===== config.mk =====
export PLATFORM = sky130hd
export DESIGN_NAME = at_response_ipd_deframer
export DESIGN_NICKNAME = d
export VERILOG_FILES = /design/src/rtl/core/atipd_pkg.sv /design/src/rtl/core/atipd_step.sv /design/src/rtl/core/at_response_ipd_deframer.sv
export VERILOG_INCLUDE_DIRS = /design/src /design/src/rtl/core
export SDC_FILE = /design/constraint.sdc
export NUM_CORES = 1
export LEC_CHECK = 0
export ABC_AREA = 1
export ABC_CLOCK_PERIOD_IN_PS = 3700
export BUFFER_PORTS_ARGS = -buffer_cell sky130_fd_sc_hd__buf_4
export CAP_MARGIN = 15
export CORE_MARGIN = 4
export CORE_UTILIZATION = 41
export CTS_CLUSTER_SIZE = 24
export DETAILED_ROUTE_END_ITERATION = 6
export MAX_ROUTING_LAYER = met4
export PLACE_DENSITY_LB_ADDON = 0.1
export SYNTH_ARGS = -nofsm -noshare
export SYNTH_HDL_FRONTEND = slang
export SYNTH_SLANG_ARGS = --single-unit
export TNS_END_PERCENT = 5

===== constraint.sdc =====
create_clock -name clk -period 3.7 [get_ports clk]
set_input_delay 0.37 -clock clk [delete_from_list [all_inputs] [get_ports clk]]
set_output_delay 0.37 -clock clk [all_outputs]
set_load 0.05 [all_outputs]

===== src/rtl/core/at_response_ipd_deframer_macros.svh =====
// Assertion macros for the AT response deframer.
// Used by the top level; no other dependencies.
// Form: label, clock, active-low reset, property.
`ifndef AT_RESPONSE_IPD_DEFRAMER_MACROS_SVH
`define AT_RESPONSE_IPD_DEFRAMER_MACROS_SVH

`ifndef SYNTHESIS
`define ATIPD_ASSERT(lbl, clk_s, rst_s, prop) \
  lbl: assert property (@(posedge clk_s) disable iff (!rst_s) (prop)) \
    else $error("atipd assertion failed");
`define ATIPD_ASSERT_ALWAYS(lbl, clk_s, prop) \
  lbl: assert property (@(posedge clk_s) (prop)) \
    else $error("atipd assertion failed");
`else
`define ATIPD_ASSERT(lbl, clk_s, rst_s, prop)
`define ATIPD_ASSERT_ALWAYS(lbl, clk_s, prop)
`endif

`endif


===== src/rtl/core/atipd_pkg.sv =====
// Types and constants for the AT response "+IPD" deframer.
// No dependencies.
package atipd_pkg;

  localparam int unsigned TailBytes = 7;
  localparam logic [7:0] MinHeader  = 8'd7;
  localparam logic [7:0] LengthStrt = 8'd5;
  localparam logic [7:0] ColonChar  = 8'h3a;
  localparam logic [7:0] ZeroChar   = 8'h30;
  localparam logic [7:0] PromptChar = 8'h3e;

  localparam logic [31:0] OkText    = 32'h4f4b_0d0a;
  localparam logic [55:0] ErrorText = 56'h45_5252_4f52_0d0a;
  localparam logic [47:0] FailText  = 48'h4641_494c_0d0a;

  localparam logic [0:0] OpByte  = 1'b0;
  localparam logic [0:0] OpClear = 1'b1;

  typedef struct packed {
    logic [7:0]             byte_count;
    logic                   prefix_match;
    logic [7:0]             length_acc;
    logic                   colon_seen;
    logic [7:0]             payload_count;
    logic [8*TailBytes-1:0] tail_bytes;
    logic [2:0]             tail_length;
  } state_t;

  typedef struct packed {
    logic       payload_valid;
    logic [7:0] payload_byte;
    logic [7:0] declared_length;
    logic       frame_complete;
    logic       ends_with_ok;
    logic       ends_with_error;
    logic       ends_with_fail;
    logic       ends_with_prompt;
    logic       overflow;
  } result_t;

  localparam state_t StateReset = '{
    byte_count:    8'd0,
    prefix_match:  1'b1,
    length_acc:    8'd0,
    colon_seen:    1'b0,
    payload_count: 8'd0,
    tail_bytes:    '0,
    tail_length:   3'd0
  };

  function automatic logic [7:0] prefix_char(input logic [2:0] pos);
    logic [7:0] c;
    unique case (pos)
      3'd0:    c = 8'h2b;
      3'd1:    c = 8'h49;
      3'd2:    c = 8'h50;
      3'd3:    c = 8'h44;
      3'd4:    c = 8'h2c;
      default: c = 8'h00;
    endcase
    return c;
  endfunction

endpackage


===== src/rtl/core/atipd_step.sv =====
// Per-transaction next-state and result logic of the "+IPD" deframer.
// Depends on atipd_pkg.
module atipd_step #(
  parameter int unsigned MAX_FRAME_BYTES = 128
) (
  input  logic               op,
  input  logic [7:0]         rx_byte,
  input  atipd_pkg::state_t  cur,
  output atipd_pkg::state_t  nxt,
  output atipd_pkg::result_t res
);
  import atipd_pkg::*;

  localparam logic [7:0] MaxBytes = 8'(MAX_FRAME_BYTES);

  state_t     s;
  logic       pvalid;
  logic       room;
  logic [7:0] acc_x10;

  assign room    = (cur.byte_count < MaxBytes);
  assign acc_x10 = {cur.length_acc[4:0], 3'b000} + {cur.length_acc[6:0], 1'b0};

  always_comb begin
    s      = cur;
    pvalid = 1'b0;
    if (op == OpClear) begin
      s = StateReset;
    end else if (room) begin
      if (cur.byte_count < LengthStrt) begin
        if (rx_byte != prefix_char(cur.byte_count[2:0])) begin
          s.prefix_match = 1'b0;
        end
      end else if (cur.colon_seen) begin
        s.payload_count = cur.payload_count + 8'd1;
        pvalid          = cur.prefix_match;
      end else if (rx_byte == ColonChar) begin
        s.colon_seen = 1'b1;
      end else begin
        s.length_acc = acc_x10 + rx_byte - ZeroChar;
      end
      s.byte_count = cur.byte_count + 8'd1;
      s.tail_bytes = {cur.tail_bytes[8*TailBytes-9:0], rx_byte};
      if (cur.tail_length < 3'(TailBytes)) begin
        s.tail_length = cur.tail_length + 3'd1;
      end
    end
  end

  assign nxt = s;

  always_comb begin
    res                  = '0;
    res.payload_valid    = pvalid;
    res.payload_byte     = pvalid ? rx_byte : 8'd0;
    res.declared_length  = s.length_acc;
    res.frame_complete   = (op == OpByte) && room && (s.byte_count > MinHeader) &&
                           s.prefix_match && s.colon_seen &&
                           (s.payload_count == s.length_acc);
    res.ends_with_ok     = (s.tail_length >= 3'd4) && (s.tail_bytes[31:0] == OkText);
    res.ends_with_error  = (s.tail_length >= 3'd7) && (s.tail_bytes[55:0] == ErrorText);
    res.ends_with_fail   = (s.tail_length >= 3'd6) && (s.tail_bytes[47:0] == FailText);
    res.ends_with_prompt = (s.tail_length >= 3'd1) && (s.tail_bytes[7:0] == PromptChar);
    res.overflow         = (s.byte_count >= MaxBytes);
  end

endmodule


===== src/rtl/core/at_response_ipd_deframer.sv =====
// Top level of the AT response "+IPD" deframer: stream in, stream out.
// Depends on atipd_pkg, atipd_step and at_response_ipd_deframer_macros.svh.
//
//  channel | dir | tdata                    | tuser
//  in_     | in  | rx_byte                  | operation
//  out_    | out | result fields (see port) | payload_valid
//
// State and result register update on acceptance.
// A new transaction is taken every cycle while the result register is empty
// or being drained; out_tready low holds the result and stalls the input.
// Synchronous active-low reset restores the empty receive state.
`include "at_response_ipd_deframer_macros.svh"

module at_response_ipd_deframer #(
  parameter int unsigned MAX_FRAME_BYTES = 128
) (
  input  logic        clk,
  input  logic        rst_n,
  input  logic        in_tvalid,
  output logic        in_tready,
  input  logic [7:0]  in_tdata,   // [7:0] rx_byte
  input  logic        in_tuser,   // [0] operation
  output logic        out_tvalid,
  input  logic        out_tready,
  output logic [23:0] out_tdata,  // [7:0] payload_byte, [15:8] declared_length,
                                  // [16] frame_complete, [17] ends_with_ok,
                                  // [18] ends_with_error, [19] ends_with_fail,
                                  // [20] ends_with_prompt, [21] overflow, [23:22] 0
  output logic        out_tuser   // [0] payload_valid
);
  import atipd_pkg::*;

  state_t  state_r;
  state_t  state_nxt;
  result_t res_nxt;
  result_t res_r;
  logic    out_valid_r;
  logic    in_acc;

  atipd_step #(
    .MAX_FRAME_BYTES(MAX_FRAME_BYTES)
  ) u_step (
    .op      (in_tuser),
    .rx_byte (in_tdata),
    .cur     (state_r),
    .nxt     (state_nxt),
    .res     (res_nxt)
  );

  assign in_tready = !out_valid_r || out_tready;
  assign in_acc    = in_tvalid && in_tready;

  always_ff @(posedge clk) begin
    if (!rst_n) begin
      state_r     <= StateReset;
      out_valid_r <= 1'b0;
    end else begin
      if (in_acc) begin
        state_r     <= state_nxt;
        out_valid_r <= 1'b1;
      end else if (out_tready) begin
        out_valid_r <= 1'b0;
      end
    end
  end

  always_ff @(posedge clk) begin
    if (in_acc) begin
      res_r <= res_nxt;
    end
  end

  assign out_tvalid = out_valid_r;
  assign out_tuser  = res_r.payload_valid;
  assign out_tdata  = {2'b00, res_r.overflow, res_r.ends_with_prompt, res_r.ends_with_fail,
                       res_r.ends_with_error, res_r.ends_with_ok, res_r.frame_complete,
                       res_r.declared_length, res_r.payload_byte};

  `ATIPD_ASSERT(a_count_bound, clk, rst_n, state_r.byte_count <= 8'(MAX_FRAME_BYTES))
  `ATIPD_ASSERT(a_pvalid_state, clk, rst_n, (out_valid_r && res_r.payload_valid) |-> (state_r.prefix_match && state_r.colon_seen))
  `ATIPD_ASSERT(a_done_header, clk, rst_n, (out_valid_r && res_r.frame_complete) |-> (state_r.byte_count > MinHeader))
  `ATIPD_ASSERT(a_clear, clk, rst_n, (in_acc && (in_tuser == OpClear)) |=> (state_r == StateReset))
  `ATIPD_ASSERT_ALWAYS(a_ready_empty, clk, !out_valid_r |-> in_tready)

endmodule

# After elaboration in Yosys (flattened, before gate mapping)

Index checks and enable logic that the tools add are counted.
Widths: inputs -> output; s select.

Register bits after elaboration: 109
Bits in latches: 0
RAM bits: 0
ROM bits: 0
Input bits: 13
Output and inout bits: 27
Word-level logic and storage cells: 78
Memories kept: 0

Add/subtract/negate cells: 6
Multiply operators: 0
Divide/modulo/power cells: 0
Order comparisons: 9
Eq/ne operators: 11
Shift-type cells: 0
Multiplexer cells: 20
Bitwise gates (word level): 1
Reduce and logical (&&, ||, !) cells: 14

Operators with widths:

| cell                 | number |
|---|---|
| $mux 85              | 2 |
| $eq 56x55->1 const B | 1 |
| $eq 48x47->1 const B | 1 |
| $mux 8               | 5 |
| $pmux 7 s5           | 1 |
| $eq 32x31->1 const B | 1 |
| $mux 17              | 1 |
| $add 8x1->8 const B  | 2 |
| $add 8x8->8          | 2 |
| $eq 8x6->1 const B   | 2 |
| $logic_and 1x1->1    | 10 |
| $ge 3x3->1 const B   | 3 |
| $mux 1               | 9 |
| $mux 9               | 1 |
| $eq 8x8->1           | 1 |
| $ge 8x8->1 const B   | 1 |
| $gt 8x3->1 const B   | 1 |
| $lt 8x3->1 const B   | 1 |
| $lt 8x8->1 const B   | 1 |
| $ne 8x8->1           | 1 |
| $sub 8x6->8 const B  | 1 |
| $eq 3x2->1 const B   | 2 |
| $add 3x1->3 const B  | 1 |
| $eq 3x1->1 const B   | 1 |
| 9 further kinds      | 9 |

# Logic depth before layout (Yosys ltp)

Gate-level depths: netlist of run 1.

Word-level depth: 15
Gate-level depth with buffers: 18
Mapped depth without buffers: 18

# Hierarchy

A second synthesis of run 1 with hierarchy kept.

Cell total of the unflattened synthesis: 1,239
Area total of the unflattened synthesis: 7,757.4 sq um

By module, submodules not included:

| module                   | times used | cells an instance | area an instance (sq um) | seq. area each (sq um) |
|---|---|---|---|---|
| at_response_ipd_deframer | 1          | 587               | 4,529.3                  | 2,412.3 |
| atipd_step               | 1          | 652               | 3,228.1                  | 0.0 |

# Worst setup path after synthesis of run 1

No wires, ideal clock.

Path type: input -> register
Start: input in_tdata[3]
End: register res_r, in the netlist out_tdata[16], data pin
Setup time: 0.252 ns
Data arrival time: 2.580 ns
Data required time: 3.448 ns
Slack: 0.869 ns
Stages: 18
Path buffers: 0
Cell sequence: inv_1 > fa_1 > inv_1 > ha_1 > ha_1 > inv_1 > fa_1 > nand3b_1 > nand2_1 > nand2_1 > nand2_1 > nand2_1 > nand3_1 > nand2_1 > nand2_1 > nand2_1 > nand3_1 > nor2_1

RTL lines:

| what                 | line                           | source |
|---|---|---|
| from (decl)          | at_response_ipd_deframer.sv:21 | `input logic [7:0] in_tdata,` |
| to (signal assigned) | at_response_ipd_deframer.sv:69 | `res_r <= res_nxt;` |
| to (decl)            | at_response_ipd_deframer.sv:36 | `result_t res_r;` |

==> metrics.cfg, run 1 <==
[finish]
nets = 940
drive_gt1_share_pct = 7.70
antenna_cells = 0
syn2layout_area_growth_pct = 9.47
final_cells = 1093

[critical_path]
cp_data_arrival_time_ps = 3130
path_class = reg2reg
startpoint_type = flip-flop
worstSetupEndpointType = flip-flop
worstPathMaxFanout = 3
crit_required_ps = 3820
r2r_cells = 18
r2r_setup_slack_ps = 690

[global_route]
top_usage_layer = met2
antenna_found_initial = 0
use_met2_pct = 31.6
grt_max_degree = 80
gr-usage-all-layers_pct = 19.6
grt.met1_usage_pct = 25.1
grt_pass1_wl_um = 27600
gr-total-overflow = 0
use_met3_pct = 2.60
grt_pass1_vias = 5570

[clock_network]
cts_resized = 0
cts_buffers = 9
clockRootBuffer = clkbuf_16
clk_path_buf_depth = 2
postCtsSetupBuffers = 0
clkTransAtPathRegs_ps = 70
cts_tree = done
cts.sinks = 109
postCtsHoldBufs = 0
worst_skew_pair.late_latency_ps = 350
h-tree-depth = 3

[timing]
maxSlewViolCount = 0
setup_viol = 0
clock_skew_ps = 10.6
fin_setup_tns_ps = 0
min_period_ps = 3010
slew_headroom_pct = 49.0
tightest_slew_ps = 766
final_hold_viol_count = 0
whs_ps = 320
max_freq_mhz = 332
min_period_over_period_pct = 81.3
rsz0062_at_grt = no

[power_and_ir_drop]
powerDensity_nw_per_um2 = 428
ir_worst_vdd_mv = 0.253
p_leak_nw = 2.93

[route]
drc = 0
totalWireLength_um = 16500
vias = 5936
avgRoutedWirePerCell_um = 15.1
drt-initial-drc-count = 408
route.antenna.remaining_nets = 0
firstDrtPassIters = 5
vias_per_cell = 5.43

[yosys]
synth_top_cell_by_area = dfxtp_1
async_flop_share_pct = 0
yosys.cell_types.count = 37
yosysSeqAreaShare_pct = 38.4
netlist.area_leader.share_pct = 27.4
avgSynthCellArea_um2 = 6.96
postSynthCellCount = 902
yosys-top-cells-area = dfxtp_1 27%, edfxtp_1 11%, o21ai_0 9.8%
synth_edf_count = 23
synth-main-ff-cell = dfxtp_1
ys_warn_count = 0
synth_seq_cells = 109
syn_area_um2 = 6270

[placement]
io_buffers = 37
dp_cells = 1077
gp_congestion = 0.878
dp_hpwl_um = 11200

[run]
drv_cap = 0

[floorplan]
die_area_um2 = 17300
initial_core_util_pct = 42.5
pin_count = 40
die_width_um = 132
row_count = 44
die_y_um = 132
core-area_um2 = 14800

[run_status]
status = finished, final reports clean

[hold_path]
hold_class = in2reg
whs_path_depth = 4

## power breakdown
group	leakage (nW)	switching, mW	internal [mW]	total [mW]
Sequential	0.942	0.0552	1.30	1.35
Clock	0.140	0.445	0.548	0.993
Combinational	1.85	0.405	0.189	0.594
Total	2.93	0.905	2.04	2.94
## layout make-up
type | count | area [um^2]
Clock buffer | 13 | 250
Fill cell | 1514 | 7890
Clock inverter | 3 | 46.3
Tap cell | 184 | 230
Inverter | 91 | 347
Sequential cell | 109 | 2410
Timing Repair Buffer | 44 | 355
Multi-Input combinational cell | 649 | 3230
## metrics by stage
step | total power [mW] | utilization (%) | instance area (um^2) | setup slack, ps
final | 2.94 | 46.6 | 6870 | 692
after global routing | 3.11 | 46.6 | 6870 | 488
after CTS | 2.97 | 46.6 | 6870 | 698
after detailed placement | 1.97 | 44.5 | 6570 | 540
after global placement | 1.96 | 44.5 | 6570 | 598
after floorplan | 1.82 | - | 6280 | 869
## worst max-delay path, cell delays in order (launching register included)
cell and delay (ps):
dfxtp_1 370, inv_1 90, fa_1 500, inv_1 40
ha_1 260, ha_1 160, inv_1 60, fa_1 400
nand3b_1 200, nand2_1 90, nand2_1 60, nand2_1 70
nand2_1 50, nand3_1 110, nand2_1 100, nand2_1 70
nand2_1 50, nand3_1 70, nor2_1 40
## path summary, 6_finish.rpt
path	from	to
setup / recovery	state_r[68]$_SDFFE_PN0P_	out_tdata[16]$_DFFE_PP_
hold / removal	out_tready	out_tvalid$_SDFFE_PN0P_
setup reg to reg	state_r[68]$_SDFFE_PN0P_	out_tdata[16]$_DFFE_PP_
hold reg to reg	state_r[76]$_SDFFE_PN1P_	state_r[76]$_SDFFE_PN1P_
## synthesized netlist by cell type (5+ instances only)
library cell  instances
nor2_1              145
nand2_1             127
o21ai_0             123
a21oi_1             104
inv_1                89
dfxtp_1              86
nand3_1              53
clkbuf_1             25
edfxtp_1             23
ha_1                 18
nand4_1              17
buf_2                14
o21ai_1              13
nor3_1               12
buf_6                 8
fa_1                  5
## layer usage
metal	up-vias	routed length, um
met2	135	7780
met5	-	0
met4	0	356
li1	3030	-
met3	27	661
met1	2744	7670
## placed cells by master (no fill, tap or decap), types with 4 or more instances in the layout
cell type / instances
a21oi_1: 104
buf_4: 42
clkbuf_16: 9
dfxtp_1: 85
edfxtp_1: 23
fa_1: 5
ha_1: 18
inv_1: 88
nand2_1: 127
nand3_1: 53
nand3b_1: 4
nand4_1: 17
nor2_1: 145
nor3_1: 12
o21ai_0: 123
o21ai_1: 13
## state kept, by name, indices dropped and copies added (netlist names)
signal / flops
out_tdata: 22
out_tuser: 1
state_r: 85
out_tvalid: 1
## kinds of logic (layout without fill, tap and decap cells)
family	after synthesis	after routing	synth area share (%)
compound gates	251	251	20.6
buf+inv	145	151	10.2
simple gates	368	368	24.8
other cells	1	2	0.0598
fa+ha+maj	23	23	5.18
flops	109	109	38.4
xor+xnor	5	5	0.698
No activity file was read; power rests on OpenSTA's default activity.
==> run 2, diff against run 1 <==
--- a/config.mk
+++ b/config.mk
@@ -7,7 +7,7 @@
 export NUM_CORES = 1
 export LEC_CHECK = 0
 export ABC_AREA = 1
-export ABC_CLOCK_PERIOD_IN_PS = 3700
+export ABC_CLOCK_PERIOD_IN_PS = 2960
 export BUFFER_PORTS_ARGS = -buffer_cell sky130_fd_sc_hd__buf_4
 export CAP_MARGIN = 15
 export CORE_MARGIN = 4
==> constraint.sdc (replaced) <==
create_clock -name clk -period 2.96 [get_ports clk]
set_input_delay 0.296 -clock clk [delete_from_list [all_inputs] [get_ports clk]]
set_output_delay 0.296 -clock clk [all_outputs]
set_load 0.05 [all_outputs]
==> run 2 against run 1 <==
Sequential share of layout area fell by 0.54 points. Critical path depth did not move. Global-route usage rose by 0.11 points. Register-to-register slack got worse by 630 ps.
==> metrics.cfg, run 2 (synthesis gave the netlist of run 1 again) <==
[clock_network]
clk_path_buf_depth = 2  ; unchanged
postCtsHoldBufs = 0  ; unchanged
clkTransAtPathRegs_ps = 80  ; about the same
clockRootBuffer = clkbuf_16
cts_buffers = 9  ; unchanged
cts.sinks = 109  ; unchanged
cts_tree = done
worst_skew_pair.late_latency_ps = 360  ; about the same
h-tree-depth = 3  ; unchanged

[power_and_ir_drop]
powerDensity_nw_per_um2 = 531  ; +24%
power.internal_mw = 2.54  ; +25%
ir_worst_vdd_mv = 0.308  ; +21%
p_seq_share_pct = 45.6  ; -0.4 points
p_sw_share_pct = 31.5  ; +0.74 points
p_comb_share_pct = 20.9  ; +0.7 points
p_leak_nw = 2.99  ; +2.1%
pwr-share-clk_pct = 33.5  ; -0.3 points
power_switching_mw = 1.17  ; +29%

[global_route]
gr-total-overflow = 0  ; unchanged
grt_pass1_vias = 5710  ; +2.5%
grt_max_degree = 173  ; +120%
grt_pass1_wl_um = 27700  ; +0.45%
gr-usage-all-layers_pct = 19.7  ; +0.11 points
antenna_found_initial = 0  ; unchanged

[route]
drt-initial-drc-count = 466  ; +14%
drc = 0  ; unchanged
avgRoutedWirePerCell_um = 14.9  ; -1.1%
route.antenna.remaining_nets = 0  ; unchanged
totalWireLength_um = 16400  ; -0.15%
vias = 5956  ; +0.34%
vias_per_cell = 5.39  ; -0.66%
firstDrtPassIters = 5  ; unchanged

[finish]
regMostFlops = state_r
largest_reg_flops = 85  ; unchanged
antenna_cells = 0  ; unchanged
final_cells = 1104  ; +1.0%
syn2layout_area_growth_pct = 11.5
nets = 951  ; +1.2%
final_common_cell = nor2_1
drive_gt1_share_pct = 10.2  ; +2.5 points
final_cell_mix = 144 x nor2_1, 126 x nand2_1, 123 x o21ai_0
fin_area_um2 = 6990  ; +1.8%

[timing]
min_period_over_period_pct = 98.0  ; +17 points
final_hold_viol_count = 0  ; unchanged
fin_ws_ps = 60.0  ; -632 ps
setup_viol = 0  ; unchanged
clock_skew_ps = 6.19  ; -4.46 ps
slew_headroom_pct = 52.5  ; +3.5 points
max_freq_mhz = 345  ; +3.7%
min_period_ps = 2900  ; -108 ps
rsz0062_at_grt = yes
maxSlewViolCount = 0  ; unchanged
tightest_slew_ps = 713  ; -52.6 ps
whs_ps = 249  ; -70.9 ps
fin_setup_tns_ps = 0  ; unchanged

[placement]
io_buffers = 37  ; unchanged
place_ws_ps = -62.6  ; -602 ps
dp_cells = 1088  ; +1.0%
dpl_cell_area_um2 = 6670  ; +1.4%
gp_congestion = 0.852  ; -3.0%
dp_hpwl_um = 11200  ; about the same

[critical_path]
crit_required_ps = 3080  ; -740 ps
worstSetupEndpointType = flip-flop
regToRegStartpoint = state_r[70]$_SDFFE_PN0P_
worstPathMaxFanout = 3  ; unchanged
cp_data_arrival_time_ps = 3020  ; -110 ps
path_class = reg2reg
r2r_cells = 18  ; unchanged
r2r_setup_slack_ps = 60  ; -630 ps
startpoint_type = flip-flop
reg2reg_to = out_tdata[16]$_DFFE_PP_

[hold_path]
whs_path_depth = 4  ; unchanged
hold_path_end = out_tvalid$_SDFFE_PN0P_
hold_class = in2reg
worstHoldStart = out_tready

[floorplan]
pin_count = 40  ; unchanged
die_width_um = 132  ; unchanged
row_count = 44  ; unchanged
die_area_um2 = 17300  ; unchanged
die_y_um = 132  ; unchanged
initial_core_util_pct = 42.5  ; unchanged
core-area_um2 = 14800  ; unchanged

[run]
drv_cap = 0  ; unchanged

[run_status]
status = finished, final reports clean

==> run 2: cell types whose count changed in the layout (fill, tap and decap cells not counted), sizes merged <==
cell,before,now
clkinv,0,1
inv,92,94
buf,44,55
clkbuf,13,10
==> run 2: worst max-delay path by stage <==
stage	start	to	slack [ps]	depth (start not counted)
floorplan	out_tvalid$_SDFFE_PN0P_	out_tdata[0]$_SDFFCE_PN0P_	170	5
global placement	in_tdata[3]	out_tdata[16]$_DFFE_PP_	20	19
detailed placement	in_tdata[3]	out_tdata[16]$_DFFE_PP_	-60	19
CTS	state_r[70]$_SDFFE_PN0P_	out_tdata[16]$_DFFE_PP_	9	18
global route	state_r[70]$_SDFFE_PN0P_	out_tdata[16]$_DFFE_PP_	-80	18
finish	state_r[70]$_SDFFE_PN0P_	out_tdata[16]$_DFFE_PP_	60	18
==> run 2: stage by stage <==
stage	power, mW	utilization [%]
6_report	3.71	47.4
5_1_grt	3.94	47.4
4_1_cts	3.75	47.2
3_5_place_dp	2.49	45.2
3_3_place_gp	2.48	45.2
2_1_floorplan	2.27	-
==> run 2: cell type report <==
cell class	count	area [um^2]
tap	184	230
clock inverter	6	68.8
multi-input combinational	649	3250
clock buffer	10	229
timing repair buffer	55	450
inverter	91	349
fill	1487	7760
sequential	109	2420
==> run 2: repair_timing <==
| action | in CTS | in global routing |
|---|---|---|
| cloned | 0 | 0 |
| pin swaps | 0 | 7 |
| gates resized for setup | 2 | 11 |
| setup endpoints to repair | 1 | 3 |
| setup buffers | 0 | 0 |
==> run 2: worst max-delay path, stage by stage (launching register included) <==
cell	delay [ps]
dfxtp_4	370
inv_4	50
fa_1	540
inv_1	40
ha_1	270
ha_2	180
inv_2	50
fa_2	350
nand3b_1	180
nand2_1	70
nand2_1	70
nand2_1	80
nand2_1	60
nand3_2	80
nand2_2	50
nand2_1	50
nand2_1	40
nand3_1	70
nor2_1	50
==> run 2: routing by layer <==
metal | global-route usage [%] | vias up | share of wire, %
met1 | 24.4 | 2758 | 47
li1 | - | 3041 | -
met2 | 32.4 | 127 | 47
met5 | - | - | 0
met3 | 3.10 | 30 | 3.8
met4 | 7.88 | 0 | 2.4
==> run 2: power by group through the flow <==
stage          sequential (mW)  combinational [mW]  clock (mW)
5_1_grt                   1.71               0.885        1.35
4_1_cts                   1.69               0.772        1.29
6_report                  1.69               0.777        1.25
2_1_floorplan             1.79               0.481           0
3_5_place_dp              1.72               0.767           0
3_3_place_gp              1.72               0.755           0
==> run 3, diff against run 2 <==
--- a/config.mk
+++ b/config.mk
@@ -7,7 +7,7 @@
 export NUM_CORES = 1
 export LEC_CHECK = 0
 export ABC_AREA = 1
-export ABC_CLOCK_PERIOD_IN_PS = 2960
+export ABC_CLOCK_PERIOD_IN_PS = 3450
 export BUFFER_PORTS_ARGS = -buffer_cell sky130_fd_sc_hd__buf_4
 export CAP_MARGIN = 15
 export CORE_MARGIN = 4
==> constraint.sdc (replaced) <==
create_clock -name clk -period 3.45 [get_ports clk]
set_input_delay 1.035 -clock clk [delete_from_list [all_inputs] [get_ports clk]]
set_output_delay 1.035 -clock clk [all_outputs]
set_load 0.05 [all_outputs]
==> run 3 against run 2 <==
Worst setup slack better by 100 ps. Sequential share of layout area decreased by 0.090 points. Clock power fell by 17%. Largest power group unchanged. Critical path type is now in2reg.
==> metrics.cfg, run 3 (synthesis gave the netlist of run 1 again) <==
[run_status]
status = finished, final reports clean

[power_and_ir_drop]
p_sw_share_pct = 31.0  ; -0.51 points
power.internal_mw = 2.19  ; -14%
p_leak_nw = 2.99  ; +0.14%
p_seq_share_pct = 45.8  ; +0.2 points
pwr-share-clk_pct = 32.7  ; -0.8 points
p_comb_share_pct = 21.5  ; +0.6 points
p_total_mw = 3.17  ; -15%
ir_worst_vdd_mv = 0.268  ; -13%
power_switching_mw = 0.984  ; -16%
powerDensity_nw_per_um2 = 454  ; -15%

[clock_network]
postCtsHoldBufs = 0  ; unchanged
worst_skew_pair.late_latency_ps = 350  ; about the same
cts_tree = done
clk_path_buf_depth = 2  ; unchanged
clockRootBuffer = clkbuf_16
cts_buffers = 9  ; unchanged
clkTransAtPathRegs_ps = 70  ; about the same
cts.sinks = 109  ; unchanged
h-tree-depth = 3  ; unchanged

[route]
vias_per_cell = 5.39  ; about the same
vias = 5979  ; +0.39%
drt-initial-drc-count = 476  ; +2.1%
route.antenna.remaining_nets = 0  ; unchanged
firstDrtPassIters = 7  ; +2
avgRoutedWirePerCell_um = 15.1  ; +1.2%
drc = 0  ; unchanged
totalWireLength_um = 16700  ; +1.7%

[finish]
final_common_cell = nor2_1
fin_util_pct = 47.4  ; unchanged
syn2layout_area_growth_pct = 11.5  ; unchanged
regMostFlops = state_r
fillCellCount = 1519  ; +2.2%
drive_gt1_share_pct = 9.84  ; -0.38 points
antenna_cells = 0  ; unchanged
nets = 956  ; +0.53%
final_cell_mix = 144 x nor2_1, 126 x nand2_1, 123 x o21ai_0
largest_reg_flops = 85  ; unchanged

[hold_path]
hold_class = reg2reg
worstHoldStart = state_r[76]$_SDFFE_PN1P_
whs_path_depth = 2  ; -2
hold_path_end = state_r[76]$_SDFFE_PN1P_

[timing]
min_period_over_period_pct = 95.3
slew_headroom_pct = 49.8  ; -2.6 points
tightest_slew_ps = 753  ; +39.7 ps
max_freq_mhz = 304
final_hold_viol_count = 0  ; unchanged
clock_skew_ps = 7.85  ; +1.66 ps
fin_ws_ps = 161  ; +101 ps
maxSlewViolCount = 0  ; unchanged
whs_ps = 510  ; +261 ps
setup_viol = 0  ; unchanged
min_period_ps = 3290

[global_route]
gr-total-overflow = 0  ; unchanged
gr-usage-all-layers_pct = 19.8  ; +0.088 points
grt_pass1_vias = 5701  ; -0.16%
grt_max_degree = 99  ; -43%
antenna_found_initial = 0  ; unchanged
grt_pass1_wl_um = 28000  ; +1.0%

[placement]
io_buffers = 37  ; unchanged
place_ws_ps = -219  ; -156 ps
gp_congestion = 0.848  ; -0.48%
dp_hpwl_um = 11400  ; +2.0%

[floorplan]
initial_core_util_pct = 42.5  ; unchanged
die_width_um = 132  ; unchanged
die_area_um2 = 17300  ; unchanged
pin_count = 40  ; unchanged
row_count = 44  ; unchanged
core-area_um2 = 14800  ; unchanged
die_y_um = 132  ; unchanged

[critical_path]
worstPathMaxFanout = 2  ; -1
regToRegStartpoint = state_r[70]$_SDFFE_PN0P_
startpoint_type = primary input
path_class = in2reg
r2r_cells = 18  ; unchanged
crit_required_ps = 3560  ; +480 ps
reg2reg_to = out_tdata[16]$_DFFE_PP_
cp_data_arrival_time_ps = 3400  ; +380 ps
worstSetupEndpointType = flip-flop
r2r_setup_slack_ps = 560  ; +500 ps

[run]
drv_cap = 0  ; unchanged

==> run 3: cell types whose count changed in the layout (fill, tap and decap cells not counted) <==
cell,previous run,this run
buf_4,52,58
dfxtp_1,82,85
inv_6,3,0
clkbuf_1,1,3
dfxtp_2,3,1
inv_1,86,88
buf_12,3,2
clkinvlp_4,1,2
dfxtp_4,1,0
inv_2,2,1
inv_4,3,2
nand3_1,51,52
nand3_2,2,1
==> run 3: layout make-up <==
class / instances / area (um^2) / share of cell area, %
Inverter: 91 / 347 / 4.96
Sequential cell: 109 / 2410 / 34.5
Tap cell: 184 / 230 / 3.29
Timing Repair Buffer: 60 / 475 / 6.80
Clock buffer: 12 / 236 / 3.38
Multi-Input combinational cell: 649 / 3240 / 46.4
Clock inverter: 4 / 50.0 / 0.716
==> run 3: power by group through the flow <==
stage / sequential (mW) / combinational [mW] / clock, mW
after global routing: 1.46 / 0.769 / 1.12
final: 1.45 / 0.683 / 1.04
after CTS: 1.45 / 0.680 / 1.07
after detailed placement: 1.48 / 0.676 / 0
after global placement: 1.48 / 0.663 / 0
after floorplan: 1.53 / 0.413 / 0
==> run 3: routing by layer <==
layer	GRT usage (%)	vias to the layer above	routed length, um
met1	24.9	2772	7740
met4	6.30	0	363
met5	-	-	0
met3	3.59	27	576
li1	-	3063	-
met2	32.6	117	8030
==> run 3: metrics by stage <==
| stage | setup TNS, ps | cell area [um^2] | instances |
|---|---|---|---|
| 2_1_floorplan | 0 | 6280 | 903 |
| 3_3_place_gp | -304 | 6700 | 1093 |
| 3_5_place_dp | -441 | 6700 | 1093 |
| 4_1_cts | 0 | 6980 | 1109 |
| 5_1_grt | -7.14 | 6990 | 1109 |
| 6_report | 0 | 6990 | 1109 |
==> run 3: timing repair <==
item	CTS	global route
buffers inserted	0	0
endpoints found under the setup margin	0	1
resized for setup	0	4
==> run 3: critical path, cell delays in order <==
cell and delay (ps):
buf_4 90, inv_1 60, fa_1 530, inv_1 50, ha_1 270, ha_2 170, inv_1 50, fa_2 330
nand3b_1 180, nand2_1 80, nand2_1 60, nand2_1 80, nand2_1 60, nand3_2 80, nand2_2 60, nand2_1 60
nand2_1 40, nand3_1 70, nor2_1 40
==> run 3: worst max-delay path by stage <==
stage,start,endpoint,slack (ps),depth (start not counted)
global route,in_tdata[3],out_tdata[16]$_DFFE_PP_,-7,19
detailed placement,in_tdata[3],out_tdata[16]$_DFFE_PP_,-220,19
floorplan,in_tdata[3],out_tdata[16]$_DFFE_PP_,2,18
global placement,in_tdata[3],out_tdata[16]$_DFFE_PP_,-180,19
finish,in_tdata[3],out_tdata[16]$_DFFE_PP_,160,19
CTS,in_tdata[3],out_tdata[16]$_DFFE_PP_,160,19
